==> src/rtl/afd_pkg.sv <==
// Package: shared types and constants for the ADTS frame delimiter.
`timescale 1ns / 1ps
package afd_pkg;

	typedef enum logic [3:0] {
		PH_SYNC1   = 4'd0,
		PH_SYNC2   = 4'd1,
		PH_HDR2    = 4'd2,
		PH_HDR3    = 4'd3,
		PH_HDR4    = 4'd4,
		PH_HDR5    = 4'd5,
		PH_HDR6    = 4'd6,
		PH_CRC1    = 4'd7,
		PH_CRC2    = 4'd8,
		PH_PAYLOAD = 4'd9
	} afd_phase_t;

	localparam logic [7:0]  SYNC_BYTE     = 8'hFF;
	localparam logic [7:0]  ID_MASK       = 8'hF0;
	localparam logic [7:0]  LAYER_MASK    = 8'h06;
	localparam logic [7:0]  PROT_MASK     = 8'h01;
	localparam logic [13:0] HDR_BYTES     = 14'd7;
	localparam logic [13:0] CRC_BYTES     = 14'd2;
	localparam logic [12:0] LEN_SHORT_NC  = 13'd8;
	localparam logic [12:0] LEN_SHORT_CRC = 13'd10;

	typedef struct packed {
		logic [12:0] frame_length;
		logic        crc_absent;
		logic        short_frame;
	} afd_result_t;

endpackage

==> src/rtl/adts_frame_delimiter_top.sv <==
// Top level of the ADTS frame delimiter: byte parser and result buffer.
// A frame result is registered from its last payload byte (skid entry under stall).
// Throughput: one byte per cycle; input stalls only when the result register and its
//   skid entry both hold results not yet taken.
// Reset: arst_n low clears the parse phase, counters and both result valid flags at once;
//   the block starts in sync search.
`timescale 1ns / 1ps
module adts_frame_delimiter_top import afd_pkg::*; (
	input  logic        clk,
	input  logic        arst_n,
	// input byte stream
	input  logic        in_valid,
	output logic        in_ready,
	input  logic [7:0]  data_byte,
	// frame results
	output logic        out_valid,
	input  logic        out_ready,
	output logic [12:0] frame_length,
	output logic        crc_absent,
	output logic        short_frame
);

	logic        accept;
	logic        res_valid;
	logic        space;
	afd_result_t res;
	afd_result_t out_res;

	// a byte transfers whenever the skid entry is free
	assign in_ready = space;
	assign accept   = in_valid && in_ready;

	// phase machine and length bookkeeping, one byte per cycle while in_ready is high
	afd_parser u_parser (
		.clk       (clk),
		.arst_n    (arst_n),
		.accept    (accept),
		.data_byte (data_byte),
		.res_valid (res_valid),
		.res       (res)
	);

	// result register plus skid entry
	afd_out_buf u_out_buf (
		.clk       (clk),
		.arst_n    (arst_n),
		.res_valid (res_valid),
		.res       (res),
		.space     (space),
		.out_valid (out_valid),
		.out_ready (out_ready),
		.out_res   (out_res)
	);

	assign frame_length = out_res.frame_length;
	assign crc_absent   = out_res.crc_absent;
	assign short_frame  = out_res.short_frame;

	// a result only comes from a byte that actually transferred
	a_res_from_xfer: assert property (@(posedge clk) disable iff (!arst_n)
		res_valid |-> accept)
		else $error("result without input transfer");

	// skid is only filled behind a full result register
	a_skid_behind_main: assert property (@(posedge clk) disable iff (!arst_n)
		!in_ready |-> out_valid)
		else $error("input stalled with empty result register");

	// a short frame is header, optional CRC and one payload byte
	a_short_len: assert property (@(posedge clk) disable iff (!arst_n)
		(out_valid && short_frame) |->
			((crc_absent && frame_length == LEN_SHORT_NC) ||
			 (!crc_absent && frame_length == LEN_SHORT_CRC)))
		else $error("short frame with unexpected length");

endmodule

==> src/rtl/afd_parser.sv <==
// Header parser: phase register, length and byte counters, result detection.
`timescale 1ns / 1ps
module afd_parser import afd_pkg::*; (
	input  logic        clk,
	input  logic        arst_n,
	input  logic        accept,
	input  logic [7:0]  data_byte,
	output logic        res_valid,
	output afd_result_t res
);

	afd_phase_t  phase_q, phase_d;
	logic [13:0] payload_left_q, payload_left_d;
	logic [12:0] bytes_q, bytes_d;
	logic        no_crc_q, no_crc_d;

	logic        bad_id;
	logic        left_le1;
	logic        left_le0;
	logic [12:0] bytes_inc;
	logic [13:0] hdr_len;
	logic [13:0] frame_len;

	assign bad_id    = ((data_byte & ID_MASK) != ID_MASK) || ((data_byte & LAYER_MASK) != 8'd0);
	assign left_le0  = payload_left_q[13] || (payload_left_q == 14'd0);
	assign left_le1  = left_le0 || (payload_left_q == 14'd1);
	assign bytes_inc = bytes_q + 13'd1;
	assign hdr_len   = no_crc_q ? HDR_BYTES : HDR_BYTES + CRC_BYTES;
	assign frame_len = {1'b0, payload_left_q[12:3], data_byte[7:5]};

	// next phase
	always_comb begin
		case (phase_q)
			PH_SYNC1:   phase_d = (data_byte == SYNC_BYTE) ? PH_SYNC2 : PH_SYNC1;
			PH_SYNC2:   phase_d = bad_id ? PH_SYNC1 : PH_HDR2;
			PH_HDR2:    phase_d = PH_HDR3;
			PH_HDR3:    phase_d = PH_HDR4;
			PH_HDR4:    phase_d = PH_HDR5;
			PH_HDR5:    phase_d = PH_HDR6;
			PH_HDR6:    phase_d = no_crc_q ? PH_PAYLOAD : PH_CRC1;
			PH_CRC1:    phase_d = PH_CRC2;
			PH_CRC2:    phase_d = PH_PAYLOAD;
			PH_PAYLOAD: phase_d = left_le1 ? PH_SYNC1 : PH_PAYLOAD;
			default:    phase_d = PH_SYNC1;
		endcase
	end

	// counters, flag and result
	always_comb begin
		payload_left_d = payload_left_q;
		bytes_d        = bytes_inc;
		no_crc_d       = no_crc_q;
		res_valid      = 1'b0;
		res            = '{frame_length: bytes_inc, crc_absent: no_crc_q,
			short_frame: left_le0};
		case (phase_q)
			PH_SYNC1: begin
				payload_left_d = '0;
				no_crc_d       = 1'b0;
				bytes_d        = (data_byte == SYNC_BYTE) ? 13'd1 : 13'd0;
			end
			PH_SYNC2: begin
				if (bad_id) begin
					payload_left_d = '0;
					bytes_d        = '0;
					no_crc_d       = 1'b0;
				end else begin
					no_crc_d = |(data_byte & PROT_MASK);
				end
			end
			PH_HDR3: payload_left_d = {1'b0, data_byte[1:0], 11'd0};
			PH_HDR4: payload_left_d = payload_left_q | {3'd0, data_byte, 3'd0};
			PH_HDR5: payload_left_d = frame_len - hdr_len;
			PH_PAYLOAD: begin
				if (left_le1) begin
					res_valid      = accept;
					payload_left_d = '0;
					bytes_d        = '0;
					no_crc_d       = 1'b0;
				end else begin
					payload_left_d = payload_left_q - 14'd1;
				end
			end
			PH_HDR2, PH_HDR6, PH_CRC1, PH_CRC2: ;
			default: begin
				payload_left_d = '0;
				bytes_d        = '0;
				no_crc_d       = 1'b0;
			end
		endcase
	end

	always_ff @(posedge clk or negedge arst_n) begin
		if (!arst_n) begin
			phase_q        <= PH_SYNC1;
			payload_left_q <= '0;
			bytes_q        <= '0;
			no_crc_q       <= 1'b0;
		end else if (accept) begin
			phase_q        <= phase_d;
			payload_left_q <= payload_left_d;
			bytes_q        <= bytes_d;
			no_crc_q       <= no_crc_d;
		end
	end

endmodule

==> src/rtl/afd_out_buf.sv <==
// Result register with a skid entry so input keeps flowing under output stall until the skid fills.
`timescale 1ns / 1ps
module afd_out_buf import afd_pkg::*; (
	input  logic        clk,
	input  logic        arst_n,
	input  logic        res_valid,
	input  afd_result_t res,
	output logic        space,
	output logic        out_valid,
	input  logic        out_ready,
	output afd_result_t out_res
);

	logic        main_valid_q;
	logic        skid_valid_q;
	afd_result_t main_q;
	afd_result_t skid_q;
	logic        main_hold;

	assign main_hold = main_valid_q && !out_ready;
	assign space     = !skid_valid_q;
	assign out_valid = main_valid_q;
	assign out_res   = main_q;

	always_ff @(posedge clk or negedge arst_n) begin
		if (!arst_n) begin
			main_valid_q <= 1'b0;
			skid_valid_q <= 1'b0;
		end else if (main_hold) begin
			if (res_valid) begin
				skid_valid_q <= 1'b1;
			end
		end else if (skid_valid_q) begin
			main_valid_q <= 1'b1;
			skid_valid_q <= 1'b0;
		end else begin
			main_valid_q <= res_valid;
		end
	end

	// payload, no reset
	always_ff @(posedge clk) begin
		if (main_hold) begin
			if (res_valid) begin
				skid_q <= res;
			end
		end else if (skid_valid_q) begin
			main_q <= skid_q;
		end else if (res_valid) begin
			main_q <= res;
		end
	end

endmodule
==> config.mk <==
export PLATFORM = sky130hd
export DESIGN_NAME = adts_frame_delimiter_top
export DESIGN_NICKNAME = d
export VERILOG_FILES = /design/src/rtl/afd_pkg.sv /design/src/rtl/adts_frame_delimiter_top.sv /design/src/rtl/afd_parser.sv /design/src/rtl/afd_out_buf.sv
export SDC_FILE = /design/constraint.sdc
export NUM_CORES = 1
export LEC_CHECK = 0
export ABC_AREA = 1
export BUFFER_PORTS_ARGS = -buffer_cell sky130_fd_sc_hd__buf_2
export CAP_MARGIN = 25
export CORE_MARGIN = 2
export CORE_UTILIZATION = 65
export CTS_CLUSTER_SIZE = 16
export DETAILED_ROUTE_END_ITERATION = 8
export PLACE_DENSITY = 0.85
export SLEW_MARGIN = 10
export SYNTH_ARGS = -nofsm -noshare
export SYNTH_HDL_FRONTEND = slang
export SYNTH_HIERARCHICAL = 1
export SYNTH_SLANG_ARGS = --single-unit
==> constraint.sdc <==
create_clock -name clk -period 4.4 [get_ports clk]
set_input_delay 0 -clock clk [delete_from_list [all_inputs] [get_ports clk]]
set_output_delay 0 -clock clk [all_outputs]
set_load 0.005 [all_outputs]
== Word level (Yosys, flattened, before mapping) ==
Cells that the tools add are included.
W data, S select, Z words.
Word-level totals
  register bits after elaboration: 64
  output and inout port bits: 17
  logic and storage cells: 74
Operators by class
  add/sub/neg operators: 3
  eq/ne operators: 15
  multiplexer cells: 23
  bitwise operators: 4
  reduce and logical (&&, ||, !) cells: 17
Operator list (count)
  $pmux W14 S6: 1
  $pmux W13 S4: 1
  $pmux W4 S10: 1
  $mux W15: 2
  $mux W14: 2
  $mux W13: 2
  $eq A4 B3 Y1 const B: 4
  $eq A14 B1 Y1 const B: 1
  $logic_not A14 Y1: 1
  $or A14 B11 Y14: 1
  $sub A13 B14 Y14: 1
  $sub A14 B1 Y14 const B: 1
  $add A13 B1 Y13 const B: 1
  $mux W4: 3
  $mux W1: 9
  $eq A4 B2 Y1 const B: 2
  $eq A4 B4 Y1 const B: 2
  $eq A8 B8 Y1 const B: 1
  $reduce_bool A8 Y1: 1
  $reduce_or A7 Y1: 1
  $ne A2 B1 Y1 const B: 3
  $reduce_and A3 Y1: 2
  $eq A4 B1 Y1 const B: 1
  $logic_not A4 Y1: 1
  10 further kinds: 17

== Depth between registers and ports, before layout ==
Gate-level depths: netlist of the first run.
  depth in word-level cells: 7
  mapped depth: 12
  depth with buffers taken out: 12

== Hierarchy ==
The synthesis of the first run kept the hierarchy.
By module, submodules not included
  afd_parser: times used 1, cells an instance 424, area each 2750.1 sq um, seq. area each 800.8 sq um
  afd_out_buf: times used 1, cells an instance 91, area each 1216.2 sq um, seq. area each 950.9 sq um
  adts_frame_delimiter_top: times used 1, cells an instance 2, area each 7.5 sq um, seq. area each 0.0 sq um

== Least setup slack after synthesis of the first run ==
No wires, ideal clock.
  path type: reg-to-reg
  start: register u_parser.payload_left_q[0]
  end: register u_out_buf.main_q, in the netlist u_out_buf/out_res[0], enable pin
  setup time: 387 ps
  data arrival time: 1899 ps
  data required time: 4013 ps
  slack: 2114 ps
  cell stages (with the launch flop): 11
  buffers on the path: 0
  clock period less this slack: 2286 ps
  path through: dfrtp_1 > inv_1 > ha_1 > nand2_2 > nor2_4 > nand2_2 > nand3_1 > nand3_1 > inv_1 > nor2_1 > nor2_1
Between the ends
  word-level cells in the longest chain between the ends: 7
  elaborated cells between the ends (all ways): 8
  those cells by class: eq/ne (1); mux (2); reduce/logical (5)
RTL lines
  from (decl): RTL line afd_parser.sv:13  | logic [13:0] payload_left_q, payload_left_d;
  from (signal assigned): RTL line afd_parser.sv:101  | payload_left_q <= payload_left_d;
  $logic_not A14 Y1: RTL line afd_parser.sv:25  | assign left_le0 = payload_left_q[13] || (payload_left_q == 14'd0);
  $logic_or A1 B1 Y1: RTL line afd_parser.sv:25
  $logic_or A1 B1 Y1 *: RTL line afd_parser.sv:26  | assign left_le1 = left_le0 || (payload_left_q == 14'd1);
  $mux W1 *: RTL line afd_parser.sv:75  | if (left_le1) begin
  $mux W1 *: RTL line afd_parser.sv:56  | case (phase_q)
  net res_valid: RTL line adts_frame_delimiter_top.sv:24  | logic res_valid;
  $reduce_bool A2 Y1 (no source line) *
  $reduce_and A2 Y1 (no source line) *
  to (signal assigned): RTL line afd_out_buf.sv:48  | main_q <= skid_q;
  to (signal assigned): RTL line afd_out_buf.sv:50  | main_q <= res;
  to (decl): RTL line afd_out_buf.sv:16  | afd_result_t main_q;
The timed path passes the listed nets; every way through them passes the cells marked *.
A chain may end at the register's enable or synchronous reset.

== Worst setup path in the final report of the first run ==
  start: register u_parser.no_crc_q
  end: register u_parser.payload_left_q[8]
Between the ends
  word-level cells in the longest chain between the ends: 3
RTL lines
  from (decl): RTL line afd_parser.sv:15  | logic no_crc_q, no_crc_d;
  from (signal assigned): RTL line afd_parser.sv:103  | no_crc_q <= no_crc_d;
  $mux W4: RTL line afd_parser.sv:28  | assign hdr_len = no_crc_q ? HDR_BYTES : HDR_BYTES + CRC_BYTES;
  $sub A13 B14 Y14: RTL line afd_parser.sv:73  | PH_HDR5: payload_left_d = frame_len - hdr_len;
  $pmux W14 S6: RTL line afd_parser.sv:56
No other way between the ends.

==> results of run 1 <==
==> cell type report <==
| type | instances | share of cell area, % |
|---|---|---|
| inverter | 57 | 5.26 |
| tap | 75 | 2.18 |
| sequential | 64 | 40.7 |
| clock inverter | 6 | 0.843 |
| timing repair buffer | 34 | 4.57 |
| clock buffer | 10 | 2.97 |
| multi-input combinational | 381 | 43.5 |
==> sequential cells by signal, summed over array words and instances (netlist names) <==
| register | cells |
|---|---|
| u_out_buf/out_valid | 1 |
| u_out_buf/skid_valid_q | 1 |
| u_parser/phase_q | 4 |
| u_parser/payload_left_q | 14 |
| u_parser/no_crc_q | 1 |
| u_parser/bytes_q | 13 |
| u_out_buf/out_res | 15 |
| u_out_buf/skid_q | 15 |
==> repair_timing <==
item | in CTS | in global routing
endpoints found under the hold margin | 36 | 0
hold buffers | 3 | 0
setup endpoints to repair | 0 | 0
==> worst max-delay path by stage <==
stage | end | cells after the start | slack [ns] | start
after CTS | u_parser/phase_q[1] | 7 | 1.63 | u_out_buf/skid_valid_q
after global routing | u_parser/payload_left_q[8] | 11 | 1.73 | u_parser/no_crc_q
after global placement | u_out_buf/out_res[11] | 7 | 1.81 | u_out_buf/skid_valid_q
after detailed placement | u_parser/phase_q[1] | 7 | 1.64 | u_out_buf/skid_valid_q
final | u_parser/payload_left_q[8] | 11 | 1.84 | u_parser/no_crc_q
after floorplan | u_out_buf/out_res[0] | 10 | 2.11 | u_parser/payload_left_q[0]
==> routing by layer <==
metal | up-vias | GRT usage, % | wire length (um)
li1 | 1707 | - | -
met1 | 1618 | 42.2 | 4170
met2 | 177 | 44.6 | 4130
met3 | 13 | 5.00 | 733
met4 | 0 | 9.00 | 113
met5 | - | 0 | 0
==> logic make-up (layout without fill, tap and decap cells) <==
group	count (synthesis)	count (layout)
fa+ha+maj	7	7
flops	64	64
simple gates	329	329
compound gates	27	27
xor+xnor	18	18
buf+inv	72	107
==> power by group through the flow <==
stage	combinational (mW)	sequential, mW	clock [mW]
after detailed placement	0.986	0.760	0
after CTS	0.996	0.749	0.430
after global routing	1.14	0.758	0.457
after global placement	0.952	0.759	0
final	1.02	0.753	0.424
after floorplan	0.878	0.725	0
==> cells in the final DEF, fill, tap and decap left out, types with 6 or more instances in the layout <==
cell and n:
nor2_1 47, clkbuf_8 9, nand3_1 59, ha_1 6, xor2_1 14, dfrtp_1 34, o21ai_0 20, nand4_1 7
edfxtp_1 30, inv_1 52, nor2_2 7, nand2_2 6, nand2_1 185, buf_2 28
==> tightest hold or removal path, cell delays in order <==
cell     delay, ns
buf_2         0.17
o21ai_2       0.08
nand2_1       0.05
nand2_1       0.04
==> impl_results.md, run 1 <==
- Status: complete, no violations
- Gate Count Post-Synth: 517
- Placed Area: 0.00409 sq mm
- Pre-antenna DRT Iters: 5
- NumNets Final: 566
- Fin. Hold Viols: 0
- Vias: 3,515
- Crit path required time: 4.67 ns
- Sw Pwr: 0.982 mW
- Final Slew Violations: 0
- Simple-gate area share of the yosys netlist: 37.1%
- Mux cell area share after synthesis: 0%
- CP Cell Sequence: inv_1 -> fa_1 -> nand2_1 -> nor2_1 -> nor2_1 -> inv_1 -> o21ai_0 -> nand3_1 -> nand3_1 -> nand2_1 -> nand2_1
- Seq cells post-synth: 64
- Post-synth EDFFs: 30
- Post-route DRC violation count: 0
- Core area: 0.00592 sq mm
- Hold_ws: 0.0405 ns
- Area fraction of the dominant cell type after synthesis: 22.7%
- Power Internal: 1.21 mW
- Synth area leader: edfxtp_1
- WP buf/inv: 2
- Die footprint: 0.00676 sq mm
- DP HPWL: 6.60 mm
- Power share of the combinational group: 46.3%
- Post-CTS setup buffer count: 0
- Syn Nets: 536
- Finished Layout Cells: 627
- Synth Area per Inst: 7.69 sq um
- Synth area leaders: edfxtp_1 23%, dfrtp_1 21%, nand2_1 17%
- Achievable frequency: 391 MHz
- Total global-route track usage: 29.1%
- Clk pwr share: 19.3%
- Max-cap violations: 0
- # resized after CTS: 0
- DRT iter0 DRCs: 305
- CP Max Fanout: 8
- RSZ-0062 raised after global routing: no
- Critical Path End Type: flop
- Switching power share of the total: 44.8%
- Die height: 82.2 um
- Startpoint types: flop
- CTS Buf Count: 9
- Min Tclk post-route: 2.56 ns
- Cell mode on critical path: nand2_1
- Starting Density: 67.1%
- Most frequent cell after synthesis: nand2_1
- Largest net degree at the start of global routing: 35
- Reg2reg setup slack: 1.84 ns
- PortBufs: 28
- Ys Warns: 6
- Routed Antenna Nets: 0
- Hold Crit Class: in2reg
- Critical path arrival: 2.83 ns
- Kind of critical path: reg2reg
- # IOs: 29
- Sink Count: 64
- Initial antenna violation count: 0
- Die width: 82.2 um
- Worst hold path endpoint: u_parser/payload_left_q[0]
- Rel. slew slack: 37.2%
- Leak: 2.20 nW
- Register area: 0.00175 sq mm
- Fraction of layout cells with a size suffix above 1: 13.8%
- Synth-to-Final Area Change: 8.28%
- Routed len/inst: 14.6 um
- Hold path start: data_byte[5]
- Filler instances: 431
- Root buffer cell: clkbuf_8
- DR vias/cell: 5.61
- Reg power frac: 34.3%
- Total grt overflow: 0
- CP max-delay cell: dfrtp_1
- Adder-Cell Fraction of Synth Area: 2.39%
- H-tree levels: 3
- Sequential area share after synthesis: 44.1%
- Compound-Gate Fraction of Synth Area: 3.59%
- Clock skew: 0.00959 ns
- Max incr delay on CP: 0.53 ns
- # rows: 28
- Design area: 0.00430 sq mm
- Synth async-reset ratio: 53.1%
- Total power: 2.19 mW
- Routability Congestion: 0.919
- Placed cell count: 606
- Xor/xnor cell area share of the yosys netlist: 3.97%
- DRT Wirelength: 9.14 mm
- WHS Path Cells: 4
- Most frequent cells after synthesis: 185 x nand2_1, 59 x nand3_1, 52 x inv_1, 47 x nor2_1, 34 x dfrtp_1
- # setup viols final: 0
- CTS tree: done
- Crit share post-route: 58.2%
- R2r startpoint: u_parser/no_crc_q
- Dpl ws: 1.64 ns
- Final worst slack: 1.84 ns
- First-pass GRT wire length: 14.9 mm
- Pwr per Cell Area: 510 mW/mm^2
- Final Util: 72.7%
- Footprint of the multi-input gates: 0.00187 sq mm
- Peak VDD IR: 0.343 mV
- R2R depth: 11
- CTS Buffer Depth: 2
- Clock transition at path regs: 0.07 ns
- R2R Path End: u_parser/payload_left_q[8]
- Cell family with most CP delay: simple AND/OR/NAND/NOR gates
- Mapped cell area: 0.00397 sq mm
- Most used DFF post-synth: dfrtp_1
- Fin Setup TNS: 0 ns
- Vias in the first global route: 3,147
- Synth unique cells: 38
- Worst-margin pin slew: 0.939 ns
- Later-pin clock latency in the skew report: 0.33 ns
- Antenna cells: 0
- Largest family of logic cells by synthesized area: simple AND/OR/NAND/NOR gates
(Power assumes the default switching activity.)
==> run 2: changes to the inputs <==
--- a/config.mk
+++ b/config.mk
@@ -9,10 +9,10 @@
 export BUFFER_PORTS_ARGS = -buffer_cell sky130_fd_sc_hd__buf_2
 export CAP_MARGIN = 25
 export CORE_MARGIN = 2
-export CORE_UTILIZATION = 65
+export CORE_UTILIZATION = 61
 export CTS_CLUSTER_SIZE = 16
 export DETAILED_ROUTE_END_ITERATION = 8
-export PLACE_DENSITY = 0.85
+export PLACE_DENSITY = 0.81
 export SLEW_MARGIN = 10
 export SYNTH_ARGS = -nofsm -noshare
 export SYNTH_HDL_FRONTEND = slang
==> constraint.sdc (replaced) <==
create_clock -name clk -period 2.5 [get_ports clk]
set_input_delay 0 -clock clk [delete_from_list [all_inputs] [get_ports clk]]
set_output_delay 0 -clock clk [all_outputs]
set_load 0.005 [all_outputs]
==> run 2 against run 1 <==
Compared with the run above:
- global-route usage shrank 3.2 points
- final area grew 0.70%
- count of clock-buffer cells in the layout shrank 1
- critical endpoint is now u_parser/payload_left_q[6]
- sequential power grew 77%
- largest power group unchanged
- via count shrank 2.0%
- sequential cell count is the same
- die area grew 6.2%
- core utilization shrank 4.0 points
==> impl_results.md, run 2 (synthesis results as in run 1) <==
- Achievable frequency: 466 MHz
- PortBufs: 28
- Reg power frac: 34.1%
- Leak: 2.23 nW
- DP HPWL: 6.32 mm
- Sink Count: 64
- R2R depth: 11
- Clock skew: 0.00900 ns
- Cell mode on critical path: nand2_1
- Crit path required time: 2.80 ns
- DRT iter0 DRCs: 369
- Die height: 84.7 um
- Total global-route track usage: 25.8%
- Most frequent cells in the layout: 185 x nand2_1, 59 x nand3_1, 52 x inv_1
- Power Internal: 2.14 mW
- # resized after CTS: 0
- Initial antenna violation count: 0
- Critical Path End Type: flop
- CTS Buf Count: 9
- Pre-antenna DRT Iters: 5
- # rows: 29
- Total grt overflow: 0
- Max incr delay on CP: 0.47 ns
- Routed Antenna Nets: 0
- R2r startpoint: u_parser/no_crc_q
- Root buffer cell: clkbuf_8
- Dpl ws: 0.389 ns
- Fraction of layout cells with a size suffix above 1: 14.8%
- Synth-to-Final Area Change: 9.04%
- Routed len/inst: 13.7 um
- Startpoint types: flop
- # IOs: 29
- Antenna cells: 0
- Status: complete, no violations
- R2R Path End: u_parser/payload_left_q[6]
- Post-route DRC violation count: 0
- First-pass GRT wire length: 14.5 mm
- Power share of the combinational group: 45.9%
- Vias: 3,444
- CP max-delay cell: dfrtp_1
- Worst hold path endpoint: u_parser/payload_left_q[6]
- Later-pin clock latency in the skew report: 0.35 ns
- DR vias/cell: 5.45
- Worst-margin pin slew: 0.755 ns
- Vias in the first global route: 3,228
- Reg2reg setup slack: 0.36 ns
- Die width: 84.7 um
- Hold Crit Class: in2reg
- H-tree levels: 3
- Final worst slack: 0.356 ns
- Fin. Hold Viols: 0
- Kind of critical path: reg2reg
- Die footprint: 0.00718 sq mm
- Most common cell after layout, fill and taps aside: nand2_1
- Max-cap violations: 0
- CP Max Fanout: 8
- Crit share post-route: 85.8%
- RSZ-0062 raised after global routing: no
- Clock transition at path regs: 0.08 ns
- Starting Density: 62.9%
- Filler instances: 539
- Hold path start: data_byte[3]
- Hold_buf cts: 3
- WHS Path Cells: 5
- Switching power share of the total: 45.0%
- Post-CTS setup buffer count: 0
- Clk pwr share: 20.0%
- Largest net degree at the start of global routing: 35
- Critical path arrival: 2.44 ns
- Rel. slew slack: 49.6%
- Min Tclk post-route: 2.14 ns
- Core area: 0.00631 sq mm
- Routability Congestion: 0.967
- NumNets Final: 569
- Sw Pwr: 1.75 mW
- CP Cell Sequence: inv_1 -> fa_1 -> nand2_1 -> nor2_1 -> nor2_1 -> inv_1 -> o21ai_0 -> nand3_1 -> nand3_1 -> nand2_1 -> nand2_1
- Pwr per Cell Area: 897 mW/mm^2
- DRT Wirelength: 8.67 mm
- CTS tree: done
- Final Slew Violations: 0
- CTS Buffer Depth: 2
- # setup viols final: 0
- Hold_ws: 0.0115 ns
- Fin Setup TNS: 0 ns
- Peak VDD IR: 0.686 mV
## run 2: cell count changes in the layout (fill, tap and decap cells not counted)
cell / previous run / this run
buf_4: 2 / 6
clkinv_1: 3 / 1
clkinv_2: 1 / 3
clkinv_4: 1 / 3
buf_6: 1 / 0
clkbuf_1: 1 / 0
clkinvlp_4: 2 / 1
## run 2: layer usage
metal / vias up / global-route usage, % / part of all wire [%]
met2: 136 / 44.7 / 49
met3: 26 / 6.78 / 6.4
li1: 1714 / - / -
met4: 0 / 10.2 / 2.5
met5: - / 0 / 0
met1: 1568 / 30.6 / 42
## run 2: metrics by stage
step / power, mW / instance area, sq um / util [%] / instances
final: 3.89 / 4330 / 68.6 / 632
after global routing: 4.20 / 4330 / 68.6 / 632
after CTS: 3.88 / 4330 / 68.6 / 632
after detailed placement: 3.08 / 4130 / 65.4 / 613
after global placement: 3.04 / 4130 / 65.4 / 613
after floorplan: 2.82 / 3970 / - / 517
## run 2: area by class of cell
type	instances	area, sq um	area share, %
Inverter	57	226	5.23
Multi-Input combinational cell	381	1870	43.2
Sequential cell	64	1750	40.4
Timing Repair Buffer	37	215	4.97
Tap cell	77	96.3	2.22
Clock inverter	7	48.8	1.13
Clock buffer	9	124	2.86
## run 2: critical path, delay by kind of cell (launching register included)
family,cells,cell delay (ns)
AO/OA/AOI/OAI,1,0.18
adder cells (fa/ha/maj),1,0.39
buffers and inverters,2,0.26
flip-flops,1,0.47
AND/OR/NAND/NOR,7,0.80
## run 2: worst max path at each step
stage / start / to
4_1_cts: u_parser/no_crc_q / u_parser/payload_left_q[6]
3_5_place_dp: u_parser/no_crc_q / u_parser/payload_left_q[6]
5_1_grt: u_parser/no_crc_q / u_parser/payload_left_q[8]
3_3_place_gp: u_parser/no_crc_q / u_parser/payload_left_q[6]
2_1_floorplan: u_parser/payload_left_q[0] / u_out_buf/out_res[0]
6_report: u_parser/no_crc_q / u_parser/payload_left_q[6]
## run 2: power by group through the flow
| stage | Combinational, mW | Clock (mW) | Sequential (mW) |
|---|---|---|---|
| finish | 1.79 | 0.777 | 1.33 |
| global route | 2.02 | 0.846 | 1.34 |
| CTS | 1.76 | 0.798 | 1.32 |
| detailed placement | 1.74 | 0 | 1.34 |
| global placement | 1.70 | 0 | 1.34 |
| floorplan | 1.54 | 0 | 1.28 |
